`src/design/dnle_pkg.sv`:
```
// dnle_pkg: shared types and constants for the dns name label encoder
// depends on nothing; used by the top level, its checker and the testbench
package dnle_pkg;

    // label buffer capacity and the widths that follow from it
    localparam int LABEL_DEPTH = 32;
    localparam int IDX_W       = $clog2(LABEL_DEPTH);
    localparam int CNT_W       = $clog2(LABEL_DEPTH + 1);

    // label separator and name terminator
    localparam logic [7:0] DOT_CHAR  = 8'h2E;
    localparam logic [7:0] TERM_BYTE = 8'h00;

    // one input item: a character of the dotted name
    typedef struct packed {
        logic [7:0] ch;
        logic       final_char;
    } in_item_t;

    // one result item: a byte of the wire form
    typedef struct packed {
        logic [7:0] out_byte;
        logic       is_length;
        logic       truncated;
        logic       end_of_name;
    } out_item_t;

endpackage

```
`src/design/dns_name_label_encoder.sv`:
```
// dns_name_label_encoder: dotted host name to dns wire form, one byte per cycle while the output is not stalled
// depends on dnle_pkg; label characters held in a one-port-read synchronous memory

// A character other than '.' is taken and written to the label memory; it
// produces no result. A '.' leaves as a length byte and the n held characters,
// one output byte per cycle while the output is not stalled, and the last
// character of a name adds a flush of its label plus the zero terminator
// (a final '.' flushes its label and then an empty one). The single read
// port of the label memory yields one character per cycle; input is held
// off while a flush is in progress.
// Characters past LABEL_DEPTH are dropped and the length byte is marked
// truncated. Results sit in an output register, so backpressure only stalls.
module dns_name_label_encoder (
    input  logic                clk,
    input  logic                rst_n,
    input  logic                in_valid,
    output logic                in_ready,
    input  dnle_pkg::in_item_t  in_data,
    output logic                out_valid,
    input  logic                out_ready,
    output dnle_pkg::out_item_t out_data
);

    localparam logic [1:0] S_IDLE = 2'd0;
    localparam logic [1:0] S_LEN  = 2'd1;
    localparam logic [1:0] S_DATA = 2'd2;
    localparam logic [1:0] S_TERM = 2'd3;

    logic [1:0]                 state_reg, state_next;
    logic [dnle_pkg::CNT_W-1:0] count_reg, count_next;
    logic                       ovf_reg, ovf_next;
    logic [dnle_pkg::IDX_W-1:0] idx_reg, idx_next;
    logic                       fin_reg, fin_next;
    logic                       dot_reg, dot_next;
    logic                       out_valid_reg, out_valid_next;
    dnle_pkg::out_item_t        out_reg, out_next;

    logic [7:0]                 mem [dnle_pkg::LABEL_DEPTH];
    logic [7:0]                 rdata_reg;
    logic                       wr_en;
    logic [dnle_pkg::IDX_W-1:0] wr_addr;

    logic accept;
    logic can_load;
    logic flush_done;

    assign in_ready  = (state_reg == S_IDLE);
    assign accept    = in_valid && in_ready;
    assign can_load  = !out_valid_reg || out_ready;
    assign out_valid = out_valid_reg;
    assign out_data  = out_reg;
    assign wr_addr   = count_reg[dnle_pkg::IDX_W-1:0];

    // label memory: write in idle, read every cycle at the next index;
    // the length cycle always precedes the data cycles, so a character
    // written just before a flush is read back after its write lands
    always_ff @(posedge clk)
    begin
        if (wr_en)
        begin
            mem[wr_addr] <= in_data.ch;
        end
        rdata_reg <= mem[idx_next];
    end

    // sequencer and output register next state
    always_comb
    begin
        state_next     = state_reg;
        count_next     = count_reg;
        ovf_next       = ovf_reg;
        idx_next       = idx_reg;
        fin_next       = fin_reg;
        dot_next       = dot_reg;
        out_next       = out_reg;
        out_valid_next = out_valid_reg && !out_ready;
        wr_en          = 1'b0;
        flush_done     = 1'b0;

        case (state_reg)
            S_IDLE:
            begin
                idx_next = '0;
                if (accept)
                begin
                    fin_next = in_data.final_char;
                    if (in_data.ch == dnle_pkg::DOT_CHAR)
                    begin
                        dot_next   = 1'b1;
                        state_next = S_LEN;
                    end
                    else
                    begin
                        dot_next = 1'b0;
                        if (count_reg < dnle_pkg::CNT_W'(dnle_pkg::LABEL_DEPTH))
                        begin
                            wr_en      = 1'b1;
                            count_next = count_reg + 1'b1;
                        end
                        else
                        begin
                            ovf_next = 1'b1;
                        end
                        if (in_data.final_char)
                        begin
                            state_next = S_LEN;
                        end
                    end
                end
            end
            S_LEN:
            begin
                if (can_load)
                begin
                    out_next.out_byte    = 8'(count_reg);
                    out_next.is_length   = 1'b1;
                    out_next.truncated   = ovf_reg;
                    out_next.end_of_name = 1'b0;
                    out_valid_next       = 1'b1;
                    if (count_reg == '0)
                    begin
                        flush_done = 1'b1;
                    end
                    else
                    begin
                        state_next = S_DATA;
                    end
                end
            end
            S_DATA:
            begin
                if (can_load)
                begin
                    out_next.out_byte    = rdata_reg;
                    out_next.is_length   = 1'b0;
                    out_next.truncated   = 1'b0;
                    out_next.end_of_name = 1'b0;
                    out_valid_next       = 1'b1;
                    if (dnle_pkg::CNT_W'(idx_reg) == count_reg - 1'b1)
                    begin
                        flush_done = 1'b1;
                    end
                    else
                    begin
                        idx_next = idx_reg + 1'b1;
                    end
                end
            end
            S_TERM:
            begin
                if (can_load)
                begin
                    out_next.out_byte    = dnle_pkg::TERM_BYTE;
                    out_next.is_length   = 1'b0;
                    out_next.truncated   = 1'b0;
                    out_next.end_of_name = 1'b1;
                    out_valid_next       = 1'b1;
                    fin_next             = 1'b0;
                    state_next           = S_IDLE;
                end
            end
            default:
            begin
                state_next = S_IDLE;
            end
        endcase

        // end of a flush: clear the label, then flush again, terminate or idle
        if (flush_done)
        begin
            count_next = '0;
            ovf_next   = 1'b0;
            idx_next   = '0;
            if (fin_reg && dot_reg)
            begin
                dot_next   = 1'b0;
                state_next = S_LEN;
            end
            else if (fin_reg)
            begin
                state_next = S_TERM;
            end
            else
            begin
                state_next = S_IDLE;
            end
        end
    end

    // control registers
    always_ff @(posedge clk or negedge rst_n)
    begin
        if (!rst_n)
        begin
            state_reg     <= S_IDLE;
            count_reg     <= '0;
            ovf_reg       <= 1'b0;
            idx_reg       <= '0;
            fin_reg       <= 1'b0;
            dot_reg       <= 1'b0;
            out_valid_reg <= 1'b0;
        end
        else
        begin
            state_reg     <= state_next;
            count_reg     <= count_next;
            ovf_reg       <= ovf_next;
            idx_reg       <= idx_next;
            fin_reg       <= fin_next;
            dot_reg       <= dot_next;
            out_valid_reg <= out_valid_next;
        end
    end

    // output payload
    always_ff @(posedge clk)
    begin
        out_reg <= out_next;
    end

endmodule

```
`config.mk`:
```
export PLATFORM = sky130hd
export DESIGN_NAME = dns_name_label_encoder
export DESIGN_NICKNAME = d
export VERILOG_FILES = /design/src/design/dnle_pkg.sv /design/src/design/dns_name_label_encoder.sv
export SDC_FILE = /design/constraint.sdc
export NUM_CORES = 1
export LEC_CHECK = 0
export BUFFER_PORTS_ARGS = -buffer_cell sky130_fd_sc_hd__buf_2
export CAP_MARGIN = 40
export CORE_UTILIZATION = 55
export DETAILED_ROUTE_END_ITERATION = 6
export PLACE_DENSITY = 0.73
export SYNTH_ARGS = -nofsm -noshare
export SYNTH_HDL_FRONTEND = slang
export SYNTH_SLANG_ARGS = --single-unit
```
`constraint.sdc`:
```
create_clock -name clk -period 4.5 [get_ports clk]
set_clock_uncertainty 0.1 [all_clocks]
set_input_delay 0.45 -clock clk [delete_from_list [all_inputs] [get_ports clk]]
set_output_delay 0.45 -clock clk [all_outputs]
set_load 0.02 [all_outputs]
```
==> Yosys cells after proc, flatten, opt, wreduce, memory -nomap -nowiden <==
Memory sizes are Yosys's and may differ from the RTL's. A register that Yosys moved wholly into a read port is not among the register bits.
Index checks and enable logic that the tools add are counted.
{ "word_totals": {"ram_bits": 256, "register_bits": 28, "wordCells": 101, "out_inout_bits": 13, "mem_count": 1} }
{ "op_classes": {"mux": 49, "order_cmp": 1, "add_sub_neg": 3, "eq_ne": 16, "n_reduce_logical": 20} }
{ "memory_table": {"columns": ["name", "depth", "width", "rd", "rd_ports_with_merged_regs", "write_ports", "line", "rtl"], "rows": [
  ["mem", 32, 8, 1, 1, 1, "dns_name_label_encoder.sv:38", "logic [7:0] mem [dnle_pkg::LABEL_DEPTH];"]
]} }
{ "op_table": {"columns": ["op", "n"], "rows": [
  ["11-bit 2-to-1 mux", 3],
  ["11-bit case mux with 3 select lines", 1],
  ["6-bit 2-to-1 mux", 5],
  ["1-bit 2-to-1 mux", 24],
  ["2-bit 2-to-1 mux", 9],
  ["5-bit 2-to-1 mux", 3],
  ["4-bit AND reduction", 3],
  ["2-bit inequality test (second input constant)", 5],
  ["5-bit case mux with 2 select lines", 1],
  ["3-bit inequality test (second input constant)", 3],
  ["8-bit by 6-bit equality test with 1-bit output (second input constant)", 1],
  ["2-bit nonzero test", 4],
  ["6-bit by 1-bit adder with 6-bit output (second input constant)", 1],
  ["5-bit by 6-bit equality test with 1-bit output", 1],
  ["6-bit zero test", 1],
  ["6-bit less-than comparator (second input constant)", 1],
  ["2-bit case mux with 3 select lines", 1],
  ["6-bit AND reduction", 1],
  ["6-bit by 1-bit subtractor with 6-bit output (second input constant)", 1],
  ["5-bit by 1-bit adder with 5-bit output (second input constant)", 1],
  ["2-bit equality test (second input constant)", 2],
  ["4-bit by 1-bit inequality test with 1-bit output (second input constant)", 1],
  ["1-bit case mux with 2 select lines", 2],
  ["4-bit nonzero test", 1],
  ["other kinds (10)", 13]
]} }

==> Depth between registers and ports, before layout <==
Gate-level depths: netlist of the first run.
{ "logic_depth": {"word_depth": 7, "mapped_depth": 15, "mapped_depth_nobuf": 12} }

==> Least setup slack after synthesis of the first run <==
OpenSTA, ideal clock, no wires.
{ "synth_timing": {"path_kind": "reg2reg", "startpoint": "reg count_reg[0] (netlist name)", "endpoint": "reg rdata_reg[6], read port of mem", "stages_incl_launch_ff": 12, "period_less_slack_ns": 3.537, "t_required_ns": 4.266, "setup_slack_ns": 0.963, "arrival_ns": 3.303, "setup_time_ns": 0.134, "path_cell_list": "dfrtp_1 -> or4_4 -> nand3b_4 -> a211o_1 -> or3_1 -> and3_1 -> buf_6 -> inv_2 -> mux2_2 -> o22ai_1 -> nor4_1 -> or4b_1"} }
{ "synth_via": {"elab_chain_len": 6, "elab_cells_between_ends": 12} }
{ "synth_lines": {"columns": ["element", "line", "rtl"], "rows": [
  ["from (decl)", "dns_name_label_encoder.sv:30", "logic [dnle_pkg::CNT_W-1:0] count_reg, count_next;"],
  ["from (signal assigned)", "dns_name_label_encoder.sv:206", "count_reg <= count_next;"],
  ["6-bit by 1-bit subtractor with 6-bit output", "dns_name_label_encoder.sv:139", "if (dnle_pkg::CNT_W'(idx_reg) == count_reg - 1'b1)"],
  ["5-bit by 6-bit equality test with 1-bit output", "dns_name_label_encoder.sv:139", null],
  ["5-bit 2-to-1 mux / 1-bit 2-to-1 mux (equally long branches)", "dns_name_label_encoder.sv:139", null],
  ["5-bit 2-to-1 mux / 1-bit 2-to-1 mux (equally long branches)", "dns_name_label_encoder.sv:132", "if (can_load)"],
  ["5-bit case mux with 2 select lines / 1-bit case mux with 2 select lines (equally long branches)", "dns_name_label_encoder.sv:80", "case (state_reg)"],
  ["5-bit 2-to-1 mux (*)", "dns_name_label_encoder.sv:169", "if (flush_done)"],
  ["to (decl)", "dns_name_label_encoder.sv:39", "logic [7:0] rdata_reg;"]
]} }
Mark *: on every way between the ends. The rest lies on a longest branch, timed or not.
A chain may end at the register's enable or synchronous reset.

==> Worst setup path in the final report of the first run <==
Same ends and word-level chain as after synthesis.

==> impl_metrics.toml, run 1 <==
[status]
outcome = "finished clean"

[placed_design]
gp_congestion = 0.9177
dp_hpwl_mm = 18.37
numPortBuffers = 25
dp.cells = 1143

[critical_path]
critPathKind = "reg2reg"
cp_max_fo = 40
end_kind = "register"
worstPathRequired_ns = 4.82
crit_family = "simple AND/OR/NAND/NOR gates"
startpoint_type = "register"
cp_slowest_cell = "dfrtp_1"
slowest_delay_ns = 0.50
crit_buf_inv = 2
cp.arrival_ns = 4.37
path_cells = "inv_1, ha_1, xor2_1, nand2_1, a211o_1, o21ai_1, and3_2, buf_12, mux2i_1, mux2_2, a2bb2oi_1, or4b_1"

[power_and_ir_drop]
power.leakage_uw = 0.005020
p_comb_share_pct = 33.1
p_int_uw = 5537
seqPwrFrac_pct = 39.7
power_density_nw_per_um2 = 615.2
power.share.clock_pct = 27.2
peakVddDrop_v = 0.0002936
p_sw_share_pct = 34.22
power.switching_uw = 2880

[clock_tree]
clockBufferDepth = 3
path_clk_slew_ns = 0.07
clock-sinks = 292
cts_tree = "done"
clk_latency_ns = 0.54
post-cts-setup-buffers = 0
htree_num_levels = 1
cts_buffers = 29
cts_root_buffer = "clkbuf_16"

[final_layout]
antenna_cells = 0
area_delta_synth_final_pct = 12.10
final_common_cell = "edfxtp_1"
seqCellArea_um2 = 8603
nFillCells = 1564
multi_input_area_um2 = 3356
fin_nets = 919
drive_gt1_share_pct = 14.25
largest_reg_flops = 256
stdcell_count = 1199
final_cell_mix = "edfxtp_1, nand2_1, mux2i_1, nor2_1, nand3_1"

[floorplanning]
rows = 54
die_w_um = 151.0
start_util_pct = 55.93
io_pins = 26
core_um2 = 21820
die_h_um = 151.0
dieArea_um2 = 22790

[synthesis]
synth_cell_types = 59
postSynthCellCount = 841
syn_nets = 864
syn_area_um2 = 12210
synth_seq_cells = 292
postSynth.asyncResetShare_pct = 5.822
synth_edf_count = 267
yosysWarnings = 0
synth_area_per_cell_um2 = 14.51
seq_area_frac_synth_pct = 70.49
synthFlopType = "edfxtp_1"

[sta]
max_slew_margin_pct = 46.32
worst_pin_slew_ns = 0.8023
post-route-period-util_pct = 90.09
setup-tns-final_ns = 0
final_max_slew_viol_count = 0
rsz0062_at_grt = "false"
final_hold_viol_count = 0
setup_viol = 0
max_freq_mhz = 246.7
period_minus_slack_ns = 4.054

[global_route]
grt_first_pass_wirelength_mm = 42.34
overflow = 0
antenna_found_initial = 0
grt_start_max_net_pins = 41
track_usage_pct = 25.32
grt_pass1_vias = 6963

[drt]
routed_wl_mm = 27.76
drc_errors = 0
ant_nets = 0
avgRoutedWirePerCell_um = 23.16
vias = 7343
dr.pass1.iters = 5
drtIter0Drc = 682
viasPerCell = 6.124

[min_path]
hp-class = "in2reg"

[job]
maxCapViolations = 0
[area by class of cell]
cell class,count,area share (%)
Sequential cell,292,62.88
Multi-Input combinational cell,493,24.53
Clock buffer,42,5.661
Timing Repair Buffer,61,2.981
Tap cell,280,2.561
Clock inverter,12,0.8688
Inverter,19,0.5213
[final timing paths]
check                      slack, ns    startpoint  cells past startpoint           end
max                             0.45  count_reg[0]                     12  rdata_reg[6]
min                             0.11    in_data[0]                      2       fin_reg
max reg2reg                     0.45  count_reg[0]                     12  rdata_reg[6]
min reg2reg                     0.40       dot_reg                      1       dot_reg
max in group asynchronous       3.70         rst_n                      2  count_reg[0]
min in group asynchronous       0.29         rst_n                      2    idx_reg[0]
[metal layers]
metal	share of wire, %	routed length, um	vias to the layer above	track usage, %
li1	-	-	3313	-
met1	42	11800	3660	36.22
met2	48	13310	323	40.44
met3	7.2	2010	47	3.705
met4	2.3	650	0	7.450
met5	0	0	-	0
[Yosys cell counts, types with 5 or more instances]
| cell | instances | area, um2 |
|---|---|---|
| nand2b_1 | 7 | 43.79 |
| xnor2_1 | 5 | 43.79 |
| a32oi_1 | 13 | 113.9 |
| inv_1 | 16 | 60.06 |
| nand4_1 | 11 | 68.82 |
| dfxtp_1 | 8 | 160.2 |
| o32a_1 | 7 | 70.07 |
| and2_1 | 6 | 37.54 |
| o211ai_1 | 6 | 45.04 |
| and3_1 | 10 | 62.56 |
| mux2_2 | 18 | 202.7 |
| mux2i_1 | 92 | 920.9 |
| nor3_1 | 6 | 30.03 |
| nand2_1 | 99 | 371.6 |
| o2bb2ai_1 | 7 | 61.31 |
| nand3_1 | 34 | 170.2 |
| o21ai_0 | 11 | 55.05 |
| a211oi_1 | 9 | 67.56 |
| nor2_1 | 66 | 247.7 |
| ha_1 | 10 | 125.1 |
| edfxtp_1 | 267 | 8018 |
| dfrtp_1 | 17 | 425.4 |
| a21oi_1 | 17 | 85.08 |
| clkbuf_1 | 14 | 52.55 |
| buf_2 | 18 | 90.09 |
[timing repair]
item                                   in CTS  in global routing
endpoints found under the hold margin      17                  0
resized for setup                           0                  0
hold buffers                                1                  0
[power groups by stage]
stage	sequential (uW)	combinational, uW	clock [uW]
floorplan	3420	1890	0
global placement	3390	2710	0
detailed placement	3390	2750	0
CTS	3340	2770	2300
global route	3360	3000	2410
finish	3340	2790	2290
[per-stage QoR]
stage               hold WS, ns  worst slack [ns]  utilization [%]  instance area, um2  total power (uW)
global route             0.1119            0.2055            62.69               13680              8770
finish                   0.1089            0.4458            62.69               13680              8417
global placement         0.3179            0.5447            58.50               12770              6098
CTS                     0.08856            0.4973            62.67               13680              8411
floorplan               0.05441            0.9627                -               12210              5309
detailed placement       0.3198            0.4990            58.53               12770              6147
[worst register-to-register path, delay by kind of cell (launching register included)]
| family | cells | cell delay (ns) |
|---|---|---|
| muxes | 2 | 0.43 |
| and+or+nand+nor | 3 | 1.05 |
| AOI/OAI and AO/OA | 3 | 0.84 |
| DFF | 1 | 0.50 |
| adders and majority gates | 1 | 0.35 |
| buffers and inverters | 2 | 0.45 |
| xor gates and xnor gates | 1 | 0.22 |
[logic make-up after synthesis]
kind of cell,share of synthesized area [%]
compound gates,6.448
buf+inv,2.091
fa+ha+maj,1.025
simple gates,9.729
flops,70.49
mux,9.574
xor+xnor,0.6458
No activity file was read; power rests on OpenSTA's default activity.
==> inputs of run 2 (changes only) <==
--- a/config.mk
+++ b/config.mk
@@ -5,6 +5,7 @@
 export SDC_FILE = /design/constraint.sdc
 export NUM_CORES = 1
 export LEC_CHECK = 0
+export ABC_AREA = 1
 export BUFFER_PORTS_ARGS = -buffer_cell sky130_fd_sc_hd__buf_2
 export CAP_MARGIN = 40
 export CORE_UTILIZATION = 55
==> run 2 against run 1 <==
  * Worst setup slack better by 0.55 ns
  * Clock-buffer cell count is 2 lower
  * Routed wire length is 15% higher
  * Cell count is 36% higher
  * Non-clock buffer count is 15 lower
  * Via count is 25% higher
  * Critical path depth is 7 higher
  * Utilization is 0.66 points lower
  * Area after synthesis is 9.2% higher
  * Register-to-register slack better by 0.55 ns
  * Flip-flop and latch count stayed put
  * Global-route usage is 1.5 points higher
  * Highest routed layer unchanged
==> impl_metrics.toml, run 2 <==
[status]
outcome = "finished clean"

[floorplanning]
io_pins = 26
dieArea_um2 = 24870
start_util_pct = 56.46
die_w_um = 157.7
die_h_um = 157.7
rows = 56
core_um2 = 23610

[placed_design]
gp_congestion = 0.8913
dp_hpwl_mm = 19.40
numPortBuffers = 25
placed_cell_area_um2 = 13710

[final_layout]
drive_gt1_share_pct = 7.821
largest_reg_flops = 256
area_delta_synth_final_pct = 9.863
final_cell_mix = "nand3_1, edfxtp_1, nand2_1, inv_1, nand3b_1"
fin_nets = 1318
final_area_um2 = 14650
utilization_pct = 62.03
antenna_cells = 0
final_common_cell = "nand3_1"
nFillCells = 1879

[critical_path]
startpoint_type = "register"
path_cells = "inv_1, ha_1, inv_1, nand2_1, nand2_1, xor2_1, nor2_1, nand2_2, nand3_2, nand2_1, nand2_1, nand3_2, buf_12, nand3_1, nand3_1, nand3_1, nand2_1, nand2_1, nand2_1"
cp.arrival_ns = 3.85
crit_buf_inv = 3
cp_slowest_cell = "dfrtp_1"
crit_family = "simple AND/OR/NAND/NOR gates"
worstPathRequired_ns = 4.84
end_kind = "register"
cp_common_cell = "nand2_1"
cp_max_fo = 48
r2r_setup_slack_ns = 0.99
critPathKind = "reg2reg"
slowest_delay_ns = 0.43

[sta]
final_hold_viol_count = 0
worst_pin_slew_ns = 0.8563
final_max_slew_viol_count = 0
period_minus_slack_ns = 3.508
max_freq_mhz = 285.0
post-route-period-util_pct = 77.96
setup_viol = 0
rsz0062_at_grt = "false"
setup-tns-final_ns = 0
max_slew_margin_pct = 42.70

[synthesis]
synth.area.top_cells = "edfxtp_1, nand3_1, nand2_1"
synth_edf_count = 267
yosysMostFrequentCell = "nand3_1"
synth_seq_cells = 292
syn_area_um2 = 13330
synthFlopType = "edfxtp_1"
syn_nets = 1309
synth_area_per_cell_um2 = 10.37
postSynth.asyncResetShare_pct = 5.822
yosysTopAreaCell = "edfxtp_1"
synth_common_cells = "nand3_1, edfxtp_1, nand2_1, inv_1, nand3b_1"
synth_top_area_share_pct = 60.14
synth_cell_types = 31
seq_area_frac_synth_pct = 64.53
yosysWarnings = 0
postSynthCellCount = 1286

[job]
maxCapViolations = 0

[clock_tree]
cts_root_buffer = "clkbuf_16"
path_clk_slew_ns = 0.06
clk_latency_ns = 0.55
clockBufferDepth = 3
htree_num_levels = 1
cts_buffers = 29
cts_tree = "done"
clock-sinks = 292
post-cts-setup-buffers = 0

[power_and_ir_drop]
power_density_nw_per_um2 = 591.9
peakVddDrop_v = 0.0005812
power.leakage_uw = 0.005965
finalPower_uw = 8671

[drt]
ant_nets = 0
viasPerCell = 5.628
drtIter0Drc = 978
drc_errors = 0
routed_wl_mm = 31.87
avgRoutedWirePerCell_um = 19.48
dr.pass1.iters = 5
vias = 9208

[global_route]
overflow = 0
antenna_found_initial = 0
track_usage_pct = 26.77
grt_start_max_net_pins = 129
grt_pass1_vias = 8788
grt_first_pass_wirelength_mm = 49.55

[min_path]
hp-class = "in2reg"
## run 2: cell count changes in the layout (fill, tap and decap cells not counted), sizes merged, moves of 15 or more
cell,delta
buf,-15
inv,+196
mux2,-18
mux2i,-94
nand2,+132
nand3,+259
nand3b,+75
## run 2: kinds of logic (layout without fill, tap and decap cells)
logic type | Yosys count | in the layout | share of synthesized area (%)
and+or+nand+nor | 669 | 669 | 24.31
DFF | 292 | 292 | 64.53
buffers and inverters | 283 | 314 | 8.868
AOI/OAI and AO/OA | 29 | 29 | 1.164
adders and majority gates | 10 | 10 | 0.9384
xor gates and xnor gates | 3 | 3 | 0.1971
## run 2: routing by layer
metal / wire length, um / vias to the layer above / track usage, %
met1: 13340 / 4393 / 37.30
met2: 14950 / 431 / 43.15
met5: 0 / - / 0
met3: 2645 / 59 / 4.079
met4: 940 / 0 / 8.877
li1: - / 4325 / -
## run 2: final timing paths
kind,start,endpoint,depth (start not counted)
setup / recovery,count_reg[0],rdata_reg[5],19
hold / removal,in_data[0],fin_reg,3
setup reg to reg,count_reg[0],rdata_reg[5],19
hold reg to reg,dot_reg,dot_reg,1
max in group asynchronous,rst_n,fin_reg,2
min in group asynchronous,rst_n,idx_reg[3],2
## run 2: layout make-up
| type | count | area, um2 | area share, % |
|---|---|---|---|
| clock buffer | 40 | 787.0 | 5.373 |
| multi-input combinational | 711 | 3577 | 24.42 |
| sequential | 292 | 8603 | 58.73 |
| timing repair buffer | 46 | 335.3 | 2.289 |
| tap | 319 | 399.1 | 2.725 |
| clock inverter | 13 | 138.9 | 0.9481 |
| inverter | 215 | 807.0 | 5.510 |
## run 2: where the power goes
part	internal (uW)	leakage, uW	total, uW	switching (uW)
Clock	1390	0.000455	2360	974
Combinational	870	0.00281	2980	2110
Sequential	3200	0.00270	3330	123
## run 2: metrics by stage
step / std cells / hold WS (ns) / worst slack [ns]
after global routing: 1636 / 0.07740 / 0.6830
final: 1636 / 0.06079 / 0.9916
after floorplan: 1286 / 0.05441 / 1.610
after detailed placement: 1582 / 0.3205 / 1.014
after CTS: 1636 / 0.05150 / 1.015
after global placement: 1582 / 0.3180 / 1.067
## run 2: what timing repair did
| action | in CTS | in global routing |
|---|---|---|
| hold buffers | 1 | 0 |
| setup endpoints to repair | 0 | 0 |
| hold endpoints to repair | 17 | 0 |
| resized for setup | 0 | 0 |
## run 2: worst reg2reg max path, cell delays in order, from the launching register on
cell     delay (ns)
dfrtp_1        0.43
inv_1          0.20
ha_1           0.31
inv_1          0.07
nand2_1        0.06
nand2_1        0.07
xor2_1         0.14
nor2_1         0.13
nand2_2        0.09
nand3_2        0.12
nand2_1        0.13
nand2_1        0.10
nand3_2        0.40
buf_12         0.37
nand3_1        0.17
nand3_1        0.09
nand3_1        0.18
nand2_1        0.09
nand2_1        0.10
nand2_1        0.05
==> inputs of run 3 (changes only) <==
--- a/config.mk
+++ b/config.mk
@@ -10,7 +10,7 @@
 export CAP_MARGIN = 40
 export CORE_UTILIZATION = 55
 export DETAILED_ROUTE_END_ITERATION = 6
-export PLACE_DENSITY = 0.73
+export PLACE_DENSITY = 0.76
 export SYNTH_ARGS = -nofsm -noshare
 export SYNTH_HDL_FRONTEND = slang
 export SYNTH_SLANG_ARGS = --single-unit
==> constraint.sdc (replaced) <==
create_clock -name clk -period 3 [get_ports clk]
set_clock_uncertainty 0.1 [all_clocks]
set_input_delay 0.3 -clock clk [delete_from_list [all_inputs] [get_ports clk]]
set_output_delay 0.3 -clock clk [all_outputs]
set_load 0.02 [all_outputs]
==> run 3 against run 2 <==
  * Cell count is 4.0% higher
  * Flip-flop and latch count did not move
  * Global-route usage up 0.44 points
  * Utilization grew 3.9 points
  * Largest power group is now combinational logic
  * Register-to-register slack got worse by 0.90 ns
  * Non-clock buffer count rose by 66
  * Sequential share of layout area decreased by 3.4 points
  * Clock power is 50% higher
  * First-iteration DRC count grew 30%
  * Die area stayed put
==> impl_metrics.toml, run 3 (synthesis gave the netlist of run 2 again) <==
[drt]
drtIter0Drc = 1276
dr.pass1.iters = 7
avgRoutedWirePerCell_um = 20.83
vias = 9861
routed_wl_mm = 35.45
viasPerCell = 5.794
drc_errors = 0
ant_nets = 0

[critical_path]
slowest_delay_ns = 0.37
path_cells = "inv_1, buf_4, nand3_1, inv_1, nand3_1, nand2_1, nor2_1, nand2_2, nand2_2, nand2_4, buf_6, nand2_2, a21oi_4, buf_12, buf_12, nand3_1, nand3_1, nand3_1, nand2_1, nand2_1, nand2_1"
cp_slowest_cell = "dfrtp_1"
critPathKind = "reg2reg"
crit_buf_inv = 6
r2r_end = "rdata_reg[0]"
r2r_setup_slack_ns = 0.09
cp_max_fo = 16
worstPathRequired_ns = 3.40
crit_family = "simple AND/OR/NAND/NOR gates"
cp.arrival_ns = 3.31
end_kind = "register"
crit_start = "count_reg[0]"
startpoint_type = "register"
reg2reg_depth = 21
r2r-start = "count_reg[0]"
cp_common_cell = "nand3_1"

[global_route]
grt_pass1_vias = 8820
grt_start_max_net_pins = 71
grt_first_pass_wirelength_mm = 50.62
track_usage_pct = 27.22
overflow = 0
antenna_found_initial = 1

[final_layout]
area_delta_synth_final_pct = 16.70
nFillCells = 1760
seqCellArea_um2 = 8603
multi_input_area_um2 = 3662
largest_reg_flops = 256
fin_nets = 1385
stdcell_count = 1702
utilization_pct = 65.89
final_common_cell = "nand3_1"
final_cell_mix = "nand3_1, edfxtp_1, nand2_1, inv_1, nand3b_1"
drive_gt1_share_pct = 13.67
antenna_cells = 0

[power_and_ir_drop]
peakVddDrop_v = 0.0005272
power.leakage_uw = 0.006400
power_density_nw_per_um2 = 908.6

[sta]
worst_pin_slew_ns = 0.8583
setup-tns-final_ns = 0
final_hold_viol_count = 0
setup_ws_ns = 0.08745
final_max_slew_viol_count = 0
setup_viol = 0
max_freq_mhz = 343.3
post-route-period-util_pct = 97.09
max_slew_margin_pct = 42.57
period_minus_slack_ns = 2.913

[clock_tree]
path_clk_slew_ns = 0.06
cts_root_buffer = "clkbuf_16"
clk_latency_ns = 0.57
cts_buffers = 30
htree_num_levels = 1
cts_tree = "done"
clock-sinks = 292
clockBufferDepth = 3

[min_path]
hp-class = "in2reg"
min_to = "ovf_reg"
holdCritStartpoint = "in_valid"
hold_depth = 5

[job]
maxCapViolations = 0

[floorplanning]
rows = 56
io_pins = 26
die_w_um = 157.7
start_util_pct = 56.46
core_um2 = 23610
die_h_um = 157.7
dieArea_um2 = 24870

[placed_design]
numPortBuffers = 25
dp_hpwl_mm = 20.93
pre_cts_slack_ns = 0.04347
gp_congestion = 0.9059
dp.cells = 1629

[status]
outcome = "finished clean"
[run 3: cell count changes in the layout (fill, tap and decap cells not counted), moves of 4 or more]
cell	delta
clkbuf_16	+9
clkinvlp_4	+4
buf_12	+8
nor2_2	+4
nand3_1	-6
nand3_2	+5
clkbuf_1	-7
nor2_1	-4
buf_6	+4
buf_4	+40
clkinv_2	+4
[run 3: repair_timing]
action | in CTS | in global routing
setup buffers | 0 | 9
setup endpoints to repair | 0 | 53
hold endpoints to repair | 22 | 0
resized for setup | 0 | 32
hold buffers | 3 | 0
[run 3: metrics by stage]
stage | hold slack, ns | power, uW | instance area (um2)
after floorplan | -0.09559 | 8206 | 13330
after global placement | 0.1631 | 9635 | 14130
after detailed placement | 0.1728 | 9708 | 14130
after CTS | 0.03481 | 13230 | 15090
after global routing | 0.1114 | 14770 | 15560
final | 0.06211 | 14140 | 15560
[run 3: how the worst max path moves through the flow]
| stage | endpoint | depth (start not counted) |
|---|---|---|
| after CTS | rdata_reg[2] | 20 |
| final | rdata_reg[0] | 21 |
| after floorplan | mem[23][0] | 10 |
| after detailed placement | rdata_reg[2] | 20 |
| after global routing | rdata_reg[0] | 22 |
| after global placement | rdata_reg[2] | 20 |
[run 3: area by class of cell]
type | count | area share, %
timing repair buffer | 112 | 7.366
sequential | 292 | 55.30
multi-input combinational | 711 | 23.54
inverter | 215 | 5.235
clock buffer | 32 | 4.873
clock inverter | 21 | 1.126
tap | 319 | 2.565
[run 3: worst register-to-register path, delay by kind of cell, from the launching register on]
| family | cells | cell delay (ns) |
|---|---|---|
| buffers and inverters | 6 | 0.83 |
| AND/OR/NAND/NOR | 14 | 1.39 |
| AO/OA/AOI/OAI | 1 | 0.15 |
| flip-flops | 1 | 0.37 |
[run 3: layer usage]
layer	part of all wire (%)	global-route usage, %
met1	39	39.32
met2	47	42.50
met3	11	3.942
met4	3.6	8.784
met5	0	0
[run 3: power by group]
part	switching [uW]	internal (uW)	leakage, uW
registers	173	4800	0.00270
logic	3570	2050	0.00325
clock network	1540	2000	0.000453
total	5290	8850	0.00640
